$ cat config.mk
export PLATFORM = sky130hd
export DESIGN_NAME = pi_voltage_regulator_pwm_flat
export DESIGN_NICKNAME = d
export VERILOG_FILES = /design/src/rtl/pvr_pkg.sv /design/src/rtl/pvr_if.sv /design/src/rtl/pvr_cfg.sv /design/src/rtl/pvr_front.sv /design/src/rtl/pvr_fifo.sv /design/src/rtl/pvr_back.sv /design/src/rtl/pi_voltage_regulator_pwm.sv /design/src/flat_wrapper.sv
export SDC_FILE = /design/constraint.sdc
export NUM_CORES = 2
export LEC_CHECK = 0
export ABC_AREA = 1
export BUFFER_PORTS_ARGS = -buffer_cell sky130_fd_sc_hd__clkbuf_2
export CORE_MARGIN = 1.5
export CORE_UTILIZATION = 25
export CTS_CLUSTER_SIZE = 16
export DETAILED_ROUTE_END_ITERATION = 12
export PLACE_DENSITY = 0.47
export SYNTH_ARGS = -nofsm -noshare
export SYNTH_HDL_FRONTEND = slang
export SYNTH_HIERARCHICAL = 1
export SYNTH_SLANG_ARGS = --single-unit
export TNS_END_PERCENT = 20
$ cat constraint.sdc
create_clock -name clk_i -period 11.2 [get_ports clk_i]
set_input_delay 2.24 -clock clk_i [delete_from_list [all_inputs] [get_ports clk_i]]
set_output_delay 2.24 -clock clk_i [all_outputs]
set_load 0.005 [all_outputs]
$ cat src/rtl/pvr_pkg.sv
// Package of the PI voltage regulator: widths, reset values, register indexes,
// shared types and the saturation helper. Depends on nothing.
package pvr_pkg;

  localparam int unsigned SampPerUpdDef = 64;
  localparam int unsigned AdcBitsDef    = 10;
  localparam int unsigned SumW          = 17;
  localparam int unsigned AddrW         = 4;
  localparam int unsigned DataW         = 32;
  localparam int unsigned VoltW         = 31;
  localparam int unsigned GainW         = 24;
  localparam int unsigned DutyW         = 8;
  localparam int unsigned FracBits      = 16;
  localparam int unsigned PrdW          = 56;
  localparam int unsigned AccW          = 42;
  localparam int unsigned QueueDepth    = 2;

  localparam logic [DataW-1:0]        VoltScaleRst = 32'd656006;
  localparam logic [VoltW-1:0]        RefVoltRst   = 31'd786432;
  localparam logic signed [GainW-1:0] PropGainRst  = 24'sd65536;
  localparam logic signed [GainW-1:0] IntegGainRst = 24'sd6554;
  localparam logic signed [DataW-1:0] IntegRst     = 32'sd16711680;

  localparam logic signed [AccW-1:0] CtrlHigh = 42'sd16646144;
  localparam logic signed [AccW-1:0] CtrlMax  = 42'sd16711680;
  localparam logic signed [AccW-1:0] CtrlOne  = 42'sd65536;
  localparam logic [DutyW-1:0]       DutyOff  = 8'd255;

  typedef enum logic [1:0] {
    REG_VOLT_SCALE  = 2'd0,
    REG_REF_VOLTAGE = 2'd1,
    REG_PROP_GAIN   = 2'd2,
    REG_INTEG_GAIN  = 2'd3
  } reg_idx_e;

  typedef enum logic [2:0] {
    BK_IDLE,
    BK_ERR,
    BK_KI,
    BK_INT,
    BK_KP,
    BK_CTRL
  } bk_state_e;

  typedef struct packed {
    logic [DataW-1:0] volt_scale;
    logic [VoltW-1:0] ref_voltage;
    logic [GainW-1:0] prop_gain;
    logic [GainW-1:0] integ_gain;
  } cfg_t;

  typedef struct packed {
    logic            upd;
    logic [SumW-1:0] sum;
  } job_t;

  function automatic logic signed [DataW-1:0] sat32(input logic signed [AccW-1:0] v);
    logic signed [DataW-1:0] r;
    if ((v[AccW-1:DataW-1] == '0) || (v[AccW-1:DataW-1] == '1)) begin
      r = v[DataW-1:0];
    end else if (v[AccW-1]) begin
      r = {1'b1, {(DataW-1){1'b0}}};
    end else begin
      r = {1'b0, {(DataW-1){1'b1}}};
    end
    return r;
  endfunction

endpackage

$ cat src/rtl/pvr_if.sv
// Channel interfaces of the PI voltage regulator: the ADC sample channel and
// the result channel. Depends on pvr_pkg.
interface pvr_in_if #(
  parameter int unsigned ADC_BITS = pvr_pkg::AdcBitsDef
);
  logic                valid;
  logic                ready;
  logic [ADC_BITS-1:0] sample;
  logic                enable;

  modport source (output valid, output sample, output enable, input ready);
  modport sink   (input valid, input sample, input enable, output ready);
endinterface

interface pvr_out_if;
  logic                        valid;
  logic                        ready;
  logic [pvr_pkg::DutyW-1:0]   duty;
  logic [pvr_pkg::VoltW-1:0]   voltage;

  modport source (output valid, output duty, output voltage, input ready);
  modport sink   (input valid, input duty, input voltage, output ready);
endinterface

$ cat src/rtl/pvr_cfg.sv
// APB register file of the PI voltage regulator: scale, reference and gains.
// Depends on pvr_pkg.
module pvr_cfg (
  input  logic                      clk_i,
  input  logic                      rst_ni,
  input  logic                      psel,
  input  logic                      penable,
  input  logic                      pwrite,
  input  logic [pvr_pkg::AddrW-1:0] paddr,
  input  logic [pvr_pkg::DataW-1:0] pwdata,
  output logic [pvr_pkg::DataW-1:0] prdata,
  output logic                      pready,
  output pvr_pkg::cfg_t             cfg_o
);
  import pvr_pkg::*;

  cfg_t     cfg_q;
  reg_idx_e idx;
  logic     wr;

  assign idx    = reg_idx_e'(paddr[AddrW-1:2]);
  assign wr     = psel && penable && pwrite;
  assign pready = 1'b1;
  assign cfg_o  = cfg_q;

  always_ff @(posedge clk_i or negedge rst_ni) begin
    if (!rst_ni) begin
      cfg_q.volt_scale  <= VoltScaleRst;
      cfg_q.ref_voltage <= RefVoltRst;
      cfg_q.prop_gain   <= PropGainRst;
      cfg_q.integ_gain  <= IntegGainRst;
    end else if (wr) begin
      unique case (idx)
        REG_VOLT_SCALE:  cfg_q.volt_scale  <= pwdata;
        REG_REF_VOLTAGE: cfg_q.ref_voltage <= pwdata[VoltW-1:0];
        REG_PROP_GAIN:   cfg_q.prop_gain   <= pwdata[GainW-1:0];
        REG_INTEG_GAIN:  cfg_q.integ_gain  <= pwdata[GainW-1:0];
        default:         cfg_q <= cfg_q;
      endcase
    end
  end

  always_comb begin
    unique case (idx)
      REG_VOLT_SCALE:  prdata = cfg_q.volt_scale;
      REG_REF_VOLTAGE: prdata = DataW'(cfg_q.ref_voltage);
      REG_PROP_GAIN:   prdata = DataW'($signed(cfg_q.prop_gain));
      REG_INTEG_GAIN:  prdata = DataW'($signed(cfg_q.integ_gain));
      default:         prdata = '0;
    endcase
  end

endmodule

$ cat src/rtl/pvr_front.sv
// Front end of the PI voltage regulator: accepts samples, sums a block and
// hands update or disable jobs to the queue. Depends on pvr_pkg and pvr_if.
module pvr_front #(
  parameter int unsigned SAMPLES_PER_UPDATE = pvr_pkg::SampPerUpdDef,
  parameter int unsigned ADC_BITS           = pvr_pkg::AdcBitsDef
) (
  input  logic          clk_i,
  input  logic          rst_ni,
  pvr_in_if.sink        smp_i,
  input  logic          full_i,
  output logic          push_o,
  output pvr_pkg::job_t job_o
);
  import pvr_pkg::*;

  localparam int unsigned CntW = $clog2(SAMPLES_PER_UPDATE + 1);

  logic [SumW-1:0] sum_q, sum_d, sum_nxt;
  logic [CntW-1:0] cnt_q, cnt_d, cnt_nxt;
  logic            beat, done;

  assign smp_i.ready = !full_i;
  assign beat        = smp_i.valid && smp_i.ready;
  assign sum_nxt     = sum_q + SumW'(smp_i.sample[ADC_BITS-1:0]);
  assign cnt_nxt     = cnt_q + 1'b1;
  assign done        = (cnt_nxt == CntW'(SAMPLES_PER_UPDATE));

  always_comb begin
    sum_d     = sum_q;
    cnt_d     = cnt_q;
    push_o    = 1'b0;
    job_o.upd = smp_i.enable;
    job_o.sum = sum_nxt;
    if (beat) begin
      if (!smp_i.enable) begin
        push_o = 1'b1;
        sum_d  = '0;
        cnt_d  = '0;
      end else if (done) begin
        push_o = 1'b1;
        sum_d  = '0;
        cnt_d  = '0;
      end else begin
        sum_d = sum_nxt;
        cnt_d = cnt_nxt;
      end
    end
  end

  always_ff @(posedge clk_i or negedge rst_ni) begin
    if (!rst_ni) begin
      sum_q <= '0;
      cnt_q <= '0;
    end else begin
      sum_q <= sum_d;
      cnt_q <= cnt_d;
    end
  end

endmodule

$ cat src/rtl/pvr_fifo.sv
// Short job queue between the front end and the control sequencer of the
// PI voltage regulator. Depends on pvr_pkg.
module pvr_fifo (
  input  logic          clk_i,
  input  logic          rst_ni,
  input  logic          push_i,
  input  pvr_pkg::job_t push_data_i,
  output logic          full_o,
  output logic          valid_o,
  output pvr_pkg::job_t data_o,
  input  logic          pop_i
);
  import pvr_pkg::*;

  localparam int unsigned PtrW = (QueueDepth > 1) ? $clog2(QueueDepth) : 1;
  localparam int unsigned CntW = $clog2(QueueDepth + 1);

  job_t            mem_q [QueueDepth];
  logic [PtrW-1:0] wr_ptr_q, rd_ptr_q;
  logic [CntW-1:0] cnt_q;

  assign full_o  = (cnt_q == CntW'(QueueDepth));
  assign valid_o = (cnt_q != '0);
  assign data_o  = mem_q[rd_ptr_q];

  function automatic logic [PtrW-1:0] ptr_inc(input logic [PtrW-1:0] p);
    return (p == PtrW'(QueueDepth - 1)) ? '0 : p + 1'b1;
  endfunction

  always_ff @(posedge clk_i) begin
    if (push_i) begin
      mem_q[wr_ptr_q] <= push_data_i;
    end
  end

  always_ff @(posedge clk_i or negedge rst_ni) begin
    if (!rst_ni) begin
      wr_ptr_q <= '0;
      rd_ptr_q <= '0;
      cnt_q    <= '0;
    end else begin
      if (push_i) begin
        wr_ptr_q <= ptr_inc(wr_ptr_q);
      end
      if (pop_i) begin
        rd_ptr_q <= ptr_inc(rd_ptr_q);
      end
      if (push_i && !pop_i) begin
        cnt_q <= cnt_q + 1'b1;
      end else if (pop_i && !push_i) begin
        cnt_q <= cnt_q - 1'b1;
      end
    end
  end

endmodule

$ cat src/rtl/pvr_back.sv
// Control sequencer of the PI voltage regulator: one shared multiplier runs
// the voltage, integral and proportional steps. Depends on pvr_pkg and pvr_if.
module pvr_back (
  input  logic          clk_i,
  input  logic          rst_ni,
  input  pvr_pkg::cfg_t cfg_i,
  input  logic          job_valid_i,
  input  pvr_pkg::job_t job_i,
  output logic          job_pop_o,
  pvr_out_if.source     res_o
);
  import pvr_pkg::*;

  typedef enum logic [1:0] {
    MUL_VOLT,
    MUL_KI,
    MUL_KP
  } mul_sel_e;

  typedef struct packed {
    logic     pop;
    logic     mul_en;
    mul_sel_e mul_sel;
    logic     err_en;
    logic     int_en;
    logic     out_upd;
    logic     out_off;
  } bk_ctl_t;

  bk_state_e state_q, state_d;
  bk_ctl_t   ctl;

  logic signed [PrdW-1:0]       prod_q;
  logic        [VoltW-1:0]      volt_q;
  logic signed [DataW-1:0]      err_q;
  logic signed [DataW-1:0]      integ_q;
  logic        [DutyW-1:0]      duty_q;
  logic        [VoltW-1:0]      vout_q;
  logic                         out_valid_q;

  logic signed [DataW-1:0]      mul_a;
  logic signed [DataW:0]        mul_b;
  logic signed [2*DataW:0]      mul_full;
  logic        [DataW:0]        vshift;
  logic        [VoltW-1:0]      volt_sat;
  logic signed [DataW-1:0]      err_c;
  logic signed [PrdW-FracBits-1:0] prod_sh;
  logic signed [AccW-1:0]       acc_sum;
  logic signed [AccW-1:0]       u_c;
  logic signed [AccW-1:0]       int_new;
  logic                         out_free;

  assign out_free      = !out_valid_q || res_o.ready;
  assign res_o.valid   = out_valid_q;
  assign res_o.duty    = duty_q;
  assign res_o.voltage = vout_q;
  assign job_pop_o     = ctl.pop;

  always_comb begin
    state_d = state_q;
    unique case (state_q)
      BK_IDLE: begin
        if (job_valid_i && job_i.upd) begin
          state_d = BK_ERR;
        end
      end
      BK_ERR:  state_d = BK_KI;
      BK_KI:   state_d = BK_INT;
      BK_INT:  state_d = BK_KP;
      BK_KP:   state_d = BK_CTRL;
      BK_CTRL: begin
        if (out_free) begin
          state_d = BK_IDLE;
        end
      end
      default: state_d = BK_IDLE;
    endcase
  end

  always_comb begin
    ctl         = '0;
    ctl.mul_sel = MUL_VOLT;
    unique case (state_q)
      BK_IDLE: begin
        if (job_valid_i && job_i.upd) begin
          ctl.pop    = 1'b1;
          ctl.mul_en = 1'b1;
        end else if (job_valid_i && out_free) begin
          ctl.pop     = 1'b1;
          ctl.out_off = 1'b1;
        end
      end
      BK_ERR: ctl.err_en = 1'b1;
      BK_KI: begin
        ctl.mul_en  = 1'b1;
        ctl.mul_sel = MUL_KI;
      end
      BK_INT: ctl.int_en = 1'b1;
      BK_KP: begin
        ctl.mul_en  = 1'b1;
        ctl.mul_sel = MUL_KP;
      end
      BK_CTRL: ctl.out_upd = out_free;
      default: ctl = '0;
    endcase
  end

  always_comb begin
    case (ctl.mul_sel)
      MUL_KI: begin
        mul_a = err_q;
        mul_b = (DataW + 1)'($signed(cfg_i.integ_gain));
      end
      MUL_KP: begin
        mul_a = err_q;
        mul_b = (DataW + 1)'($signed(cfg_i.prop_gain));
      end
      default: begin
        mul_a = $signed(DataW'(job_i.sum));
        mul_b = $signed({1'b0, cfg_i.volt_scale});
      end
    endcase
  end

  assign mul_full = mul_a * mul_b;

  assign vshift   = prod_q[SumW+DataW-1:FracBits];
  assign volt_sat = (|vshift[DataW:VoltW]) ? '1 : vshift[VoltW-1:0];
  assign err_c    = $signed({1'b0, volt_sat}) - $signed({1'b0, cfg_i.ref_voltage});
  assign prod_sh  = prod_q[PrdW-1:FracBits];
  assign acc_sum  = AccW'(prod_sh) + AccW'(integ_q);

  always_comb begin
    if (acc_sum > CtrlHigh) begin
      u_c = CtrlMax;
    end else if (acc_sum < CtrlOne) begin
      u_c = '0;
    end else begin
      u_c = acc_sum;
    end
  end

  assign int_new = u_c - AccW'(prod_sh);

  always_ff @(posedge clk_i or negedge rst_ni) begin
    if (!rst_ni) begin
      state_q     <= BK_IDLE;
      out_valid_q <= 1'b0;
      integ_q     <= IntegRst;
    end else begin
      state_q <= state_d;
      if (ctl.out_upd || ctl.out_off) begin
        out_valid_q <= 1'b1;
      end else if (res_o.ready) begin
        out_valid_q <= 1'b0;
      end
      if (ctl.int_en) begin
        integ_q <= sat32(acc_sum);
      end else if (ctl.out_upd) begin
        integ_q <= sat32(int_new);
      end
    end
  end

  always_ff @(posedge clk_i) begin
    if (ctl.mul_en) begin
      prod_q <= mul_full[PrdW-1:0];
    end
    if (ctl.err_en) begin
      volt_q <= volt_sat;
      err_q  <= err_c;
    end
    if (ctl.out_upd) begin
      duty_q <= u_c[FracBits+DutyW-1:FracBits];
      vout_q <= volt_q;
    end else if (ctl.out_off) begin
      duty_q <= DutyOff;
      vout_q <= '0;
    end
  end

endmodule

$ cat src/rtl/pi_voltage_regulator_pwm.sv
// Top level of the PI voltage regulator with PWM duty output.
// Depends on pvr_pkg, pvr_if, pvr_cfg, pvr_front, pvr_fifo and pvr_back.
//
// The block sums SAMPLES_PER_UPDATE ADC samples and then runs one PI update in
// Q16.16 with back-calculation anti-windup, returning the duty and the measured
// voltage; a beat with enable low returns duty 255 and voltage 0 and restarts
// the sum. The front end takes one sample beat per cycle while its two-entry
// job queue has room. An update runs the control sequencer through ERR, KI,
// INT, KP and CTRL, with three passes through one shared multiplier, plus any
// wait in CTRL for the result register to drain; a disable beat is popped in
// idle. Write registers over APB only while the block is idle; not enforced.
module pi_voltage_regulator_pwm #(
  parameter int unsigned SAMPLES_PER_UPDATE = pvr_pkg::SampPerUpdDef,
  parameter int unsigned ADC_BITS           = pvr_pkg::AdcBitsDef
) (
  input  logic                      clk_i,
  input  logic                      rst_ni,
  input  logic                      psel,
  input  logic                      penable,
  input  logic                      pwrite,
  input  logic [pvr_pkg::AddrW-1:0] paddr,
  input  logic [pvr_pkg::DataW-1:0] pwdata,
  output logic [pvr_pkg::DataW-1:0] prdata,
  output logic                      pready,
  pvr_in_if.sink                    smp_i,
  pvr_out_if.source                 res_o
);
  import pvr_pkg::*;

  cfg_t cfg;
  job_t push_job, head_job;
  logic push, full, head_valid, pop;

  pvr_cfg u_cfg (
    .clk_i   (clk_i),
    .rst_ni  (rst_ni),
    .psel    (psel),
    .penable (penable),
    .pwrite  (pwrite),
    .paddr   (paddr),
    .pwdata  (pwdata),
    .prdata  (prdata),
    .pready  (pready),
    .cfg_o   (cfg)
  );

  pvr_front #(
    .SAMPLES_PER_UPDATE (SAMPLES_PER_UPDATE),
    .ADC_BITS           (ADC_BITS)
  ) u_front (
    .clk_i  (clk_i),
    .rst_ni (rst_ni),
    .smp_i  (smp_i),
    .full_i (full),
    .push_o (push),
    .job_o  (push_job)
  );

  pvr_fifo u_fifo (
    .clk_i       (clk_i),
    .rst_ni      (rst_ni),
    .push_i      (push),
    .push_data_i (push_job),
    .full_o      (full),
    .valid_o     (head_valid),
    .data_o      (head_job),
    .pop_i       (pop)
  );

  pvr_back u_back (
    .clk_i       (clk_i),
    .rst_ni      (rst_ni),
    .cfg_i       (cfg),
    .job_valid_i (head_valid),
    .job_i       (head_job),
    .job_pop_o   (pop),
    .res_o       (res_o)
  );

endmodule
$ cat src/flat_wrapper.sv
// flat-port wrapper written by rule: the top's interface ports become plain ports
module pi_voltage_regulator_pwm_flat import pvr_pkg::*;
#(
  parameter int unsigned SAMPLES_PER_UPDATE = pvr_pkg::SampPerUpdDef,
  parameter int unsigned ADC_BITS           = pvr_pkg::AdcBitsDef
)
  (clk_i, rst_ni, psel, penable, pwrite, paddr, pwdata, prdata, pready, smp_i_valid, smp_i_sample, smp_i_enable, smp_i_ready, res_o_valid, res_o_duty, res_o_voltage, res_o_ready);
  pvr_in_if #(.ADC_BITS(ADC_BITS)) smp_i_i ();
  pvr_out_if res_o_i ();
  input  logic clk_i;
  input  logic rst_ni;
  input  logic psel;
  input  logic penable;
  input  logic pwrite;
  input  logic [pvr_pkg::AddrW-1:0] paddr;
  input  logic [pvr_pkg::DataW-1:0] pwdata;
  output logic [pvr_pkg::DataW-1:0] prdata;
  output logic pready;
  input wire logic [$bits(smp_i_i.valid)-1:0] smp_i_valid;
  input wire logic [$bits(smp_i_i.sample)-1:0] smp_i_sample;
  input wire logic [$bits(smp_i_i.enable)-1:0] smp_i_enable;
  output wire logic [$bits(smp_i_i.ready)-1:0] smp_i_ready;
  output wire logic [$bits(res_o_i.valid)-1:0] res_o_valid;
  output wire logic [$bits(res_o_i.duty)-1:0] res_o_duty;
  output wire logic [$bits(res_o_i.voltage)-1:0] res_o_voltage;
  input wire logic [$bits(res_o_i.ready)-1:0] res_o_ready;
  assign smp_i_i.valid = smp_i_valid;
  assign smp_i_i.sample = smp_i_sample;
  assign smp_i_i.enable = smp_i_enable;
  assign smp_i_ready = smp_i_i.ready;
  assign res_o_valid = res_o_i.valid;
  assign res_o_duty = res_o_i.duty;
  assign res_o_voltage = res_o_i.voltage;
  assign res_o_i.ready = res_o_ready;
  pi_voltage_regulator_pwm #(.SAMPLES_PER_UPDATE(SAMPLES_PER_UPDATE), .ADC_BITS(ADC_BITS)) u_core (.clk_i(clk_i), .rst_ni(rst_ni), .psel(psel), .penable(penable), .pwrite(pwrite), .paddr(paddr), .pwdata(pwdata), .prdata(prdata), .pready(pready), .smp_i(smp_i_i), .res_o(res_o_i));
endmodule
==> flow_summary_export.csv <==
group,metric,value,unit
run_status,status,"completed",
floorplan,io-pin-count,128,
setup_path,required,11.57,ns
clock_network,clk_pin_slew,0.06,ns
placement,gp_congestion,0.964,
clock_network,cts_tree,"done",
yosys,synth_area,58800,µm²
yosys,syn_nets,8946,
timing,final.min_clock_period,10.04,ns
global_routing,grt_first_pass_wirelength,337,mm
yosys,yosys.area.top_type_share,34.1,%
clock_network,numCtsBuffers,43,
yosys,synthXorXnorAreaFrac,2.17,%
placement,dpl.hpwl,191,mm
global_routing,grt_antenna_before_repair,17,
yosys,synth.area.mux_share,0.419,%
yosys,synth_edf_count,178,
yosys,synth_adder_area_share,40.4,%
floorplan,coreArea,233000,µm²
clock_network,post_cts_buffers,0,
worst_hold_path,hold_start,"u_core/u_cfg/cfg_o[66]",
floorplan,die-area,238000,µm²
timing,fin_skew,0.0261,ns
timing,max_freq,0.0996,GHz
clock_network,hold_buffers,0,
yosys,synth_most_common_cell,"nand2_1",
clock_network,cts_max_level,2,
setup_path,cp_max_fo,18,
global_routing,grt_max_degree,64,
timing,hold_viol,0,
clock_network,cts_sinks,353,
detailed_routing,wl,228,mm
job,cap_violations,0,
placement,portBuffers,124,
setup_path,slowest_delay,0.77,ns
detailed_routing,firstDrtPassIters,6,
clock_network,ctsRootBufferMaster,"clkbuf_16",
global_routing,grt_use_met3,3.44,%
global_routing,grt.met2_usage,30.5,%
final_layout,syn2layout_area_growth,10.2,%
yosys,synth_compound_area_share,4.11,%
clock_network,clk_path_buf_depth,3,
global_routing,overflow,0,
timing,timing_max_transition_violations_final,0,
yosys,ys_ff_latch,353,
setup_path,crit_type,"reg -> reg",
global_routing,grtUsageTotal,19.2,%
yosys,async_flop_share,49.6,%
detailed_routing,drt_iter0_drc,3969,
floorplan,rows,177,
clock_network,cts_resized,0,
yosys,synthCells,7594,
setup_path,crit_top_cell,"fa_1",
yosys,synth.top_cells.by_area,"fa_1, nand2_1, inv_1, edfxtp_1, dfrtp_1",
yosys,synth_cell_types,61,
floorplan,initial_core_util,25.2,%
setup_path,crit_slowest_cell,"inv_1",
detailed_routing,vias,49500,
global_routing,global_route.usage.met1,26.0,%
detailed_routing,avgViaCountPerCell,4.58,
placement,placed_cell_area,63300,µm²
yosys,synth_area_per_cell,7.74,µm²
detailed_routing,ant_nets,0,
setup_path,crit_start,"u_core/u_back/state_q[2]",
floorplan,die_w,488,µm
final_layout,fin_nets,9012,
setup_path,cp.arrival,10.41,ns
worst_hold_path,min_path_type,"reg -> reg",
yosys,yosysSeqAreaShare,16.6,%
timing,slew_headroom,21.0,%
detailed_routing,drc_errors,0,
setup_path,worst-path-buf-inv,8,
clock_network,clock_latency,0.63,ns
timing,finalCritPeriodShare,89.6,%
floorplan,die_h,488,µm
yosys,synth_flop_cell,"edfxtp_1",
timing,rsz0062_at_grt,"no",
setup_path,cp_top_family,"adder cells",
timing,tightestPinTransition,1.17,ns
yosys,synth_top_family_by_area,"adder cells",
yosys,synth_top_area_cell,"fa_1",
yosys,yosysWarnings,6,
yosys,synthSimpleGateAreaFrac,23.6,%
final_layout,postLayoutCellArea,64800,µm²
timing,fin_tns_setup,0,ns
timing,setup_viol,0,
setup_path,timing.rr.start,"u_core/u_back/state_q[2]",
setup_path,endpoint_kind,"flop",
final_layout,layout-drive-gt1-share,6.46,%
yosys,synthTopCellsByCount,"nand2_1, inv_1, fa_1",
setup_path,worstSetupStartpointType,"flop",
global_routing,grt_busiest_layer,"met2",
global_routing,grt_pass1_vias,50800,
detailed_routing,avgRoutedWirePerCell,21.1,µm
worst register-to-register path: cells and delay by family (launching register included):
kind	cells	cell delay [ns]
buf+inv	8	1.80
simple gates	7	1.57
compound gates	7	1.15
fa+ha+maj	9	4.67
flops	1	0.62
per-layer routing:
layer / up-vias / share of wire [%]
met5: - / 0.039
met4: 14 / 4.1
met3: 294 / 6.8
met2: 1628 / 45
met1: 24900 / 45
li1: 22700 / -
final timing paths:
check,end,slack (ns),depth (start not counted)
min in group asynchronous,u_core/u_front/sum_q[8],1.56,1
max,u_core/u_back/prod_q[50],1.16,31
min,u_core/u_cfg/cfg_o[66],0.47,2
max reg2reg,u_core/u_back/prod_q[50],1.16,31
min reg2reg,u_core/u_cfg/cfg_o[66],0.47,2
max in group asynchronous,u_core/u_back/integ_q[5],7.55,3
metrics by stage:
stage                     setup WS, ns  util (%)  hold slack [ns]  std cells
after floorplan                   3.23         -            0.442       7594
after global placement            1.24      27.1            0.461      10700
after detailed placement          1.24      27.1            0.463      10700
after CTS                         1.21      27.8            0.473      10800
after global routing             0.651      27.8            0.483      10800
final                             1.16      27.8            0.473      10800
layout by cell type, fill, tap and decap left out, types with 91 or more instances in the layout:
cell type	instances
nand2_1	2141
inv_1	1660
fa_1	1001
nor2_1	779
ha_1	297
nand3_1	267
a21oi_1	222
edfxtp_1	178
dfrtp_1	151
buf_4	125
clkbuf_2	123
nand4_1	97
xor2_1	91
cells by family (layout without fill, tap and decap cells):
group | count (synthesis) | after routing
mux | 19 | 19
flops | 353 | 353
other cells | 1 | 2
xor+xnor | 144 | 144
simple gates | 3426 | 3426
buf+inv | 1926 | 2027
compound gates | 427 | 427
fa+ha+maj | 1298 | 1298
area by class of cell:
cell class,count,area (µm²)
Fill cell,25500,168000
Multi-Input combinational cell,5315,41700
Sequential cell,353,9750
Inverter,1698,6370
Tap cell,3132,3920
Timing Repair Buffer,249,1570
Clock buffer,65,1300
Clock inverter,15,184
Antenna cell,1,2.50
sequential cells by signal, summed over array words and instances, names as in the netlist:
| register | flops |
|---|---|
| u_core/u_back/err_q | 32 |
| u_core/u_back/integ_q | 32 |
| u_core/u_back/prod_q | 40 |
| u_core/u_back/res_o.duty | 8 |
| u_core/u_back/res_o.valid | 1 |
| u_core/u_back/res_o.voltage | 31 |
| u_core/u_back/state_q | 3 |
| u_core/u_back/volt_q | 31 |
| u_core/u_cfg/cfg_o | 111 |
| u_core/u_fifo/cnt_q | 2 |
| u_core/u_fifo/mem_q | 36 |
| u_core/u_fifo/rd_ptr_q | 1 |
| u_core/u_fifo/wr_ptr_q | 1 |
| u_core/u_front/cnt_q | 7 |
| u_core/u_front/sum_q | 17 |
Power is not shown: default switching activity piles up to over one toggle a cycle in this logic, so the estimate is an artifact.
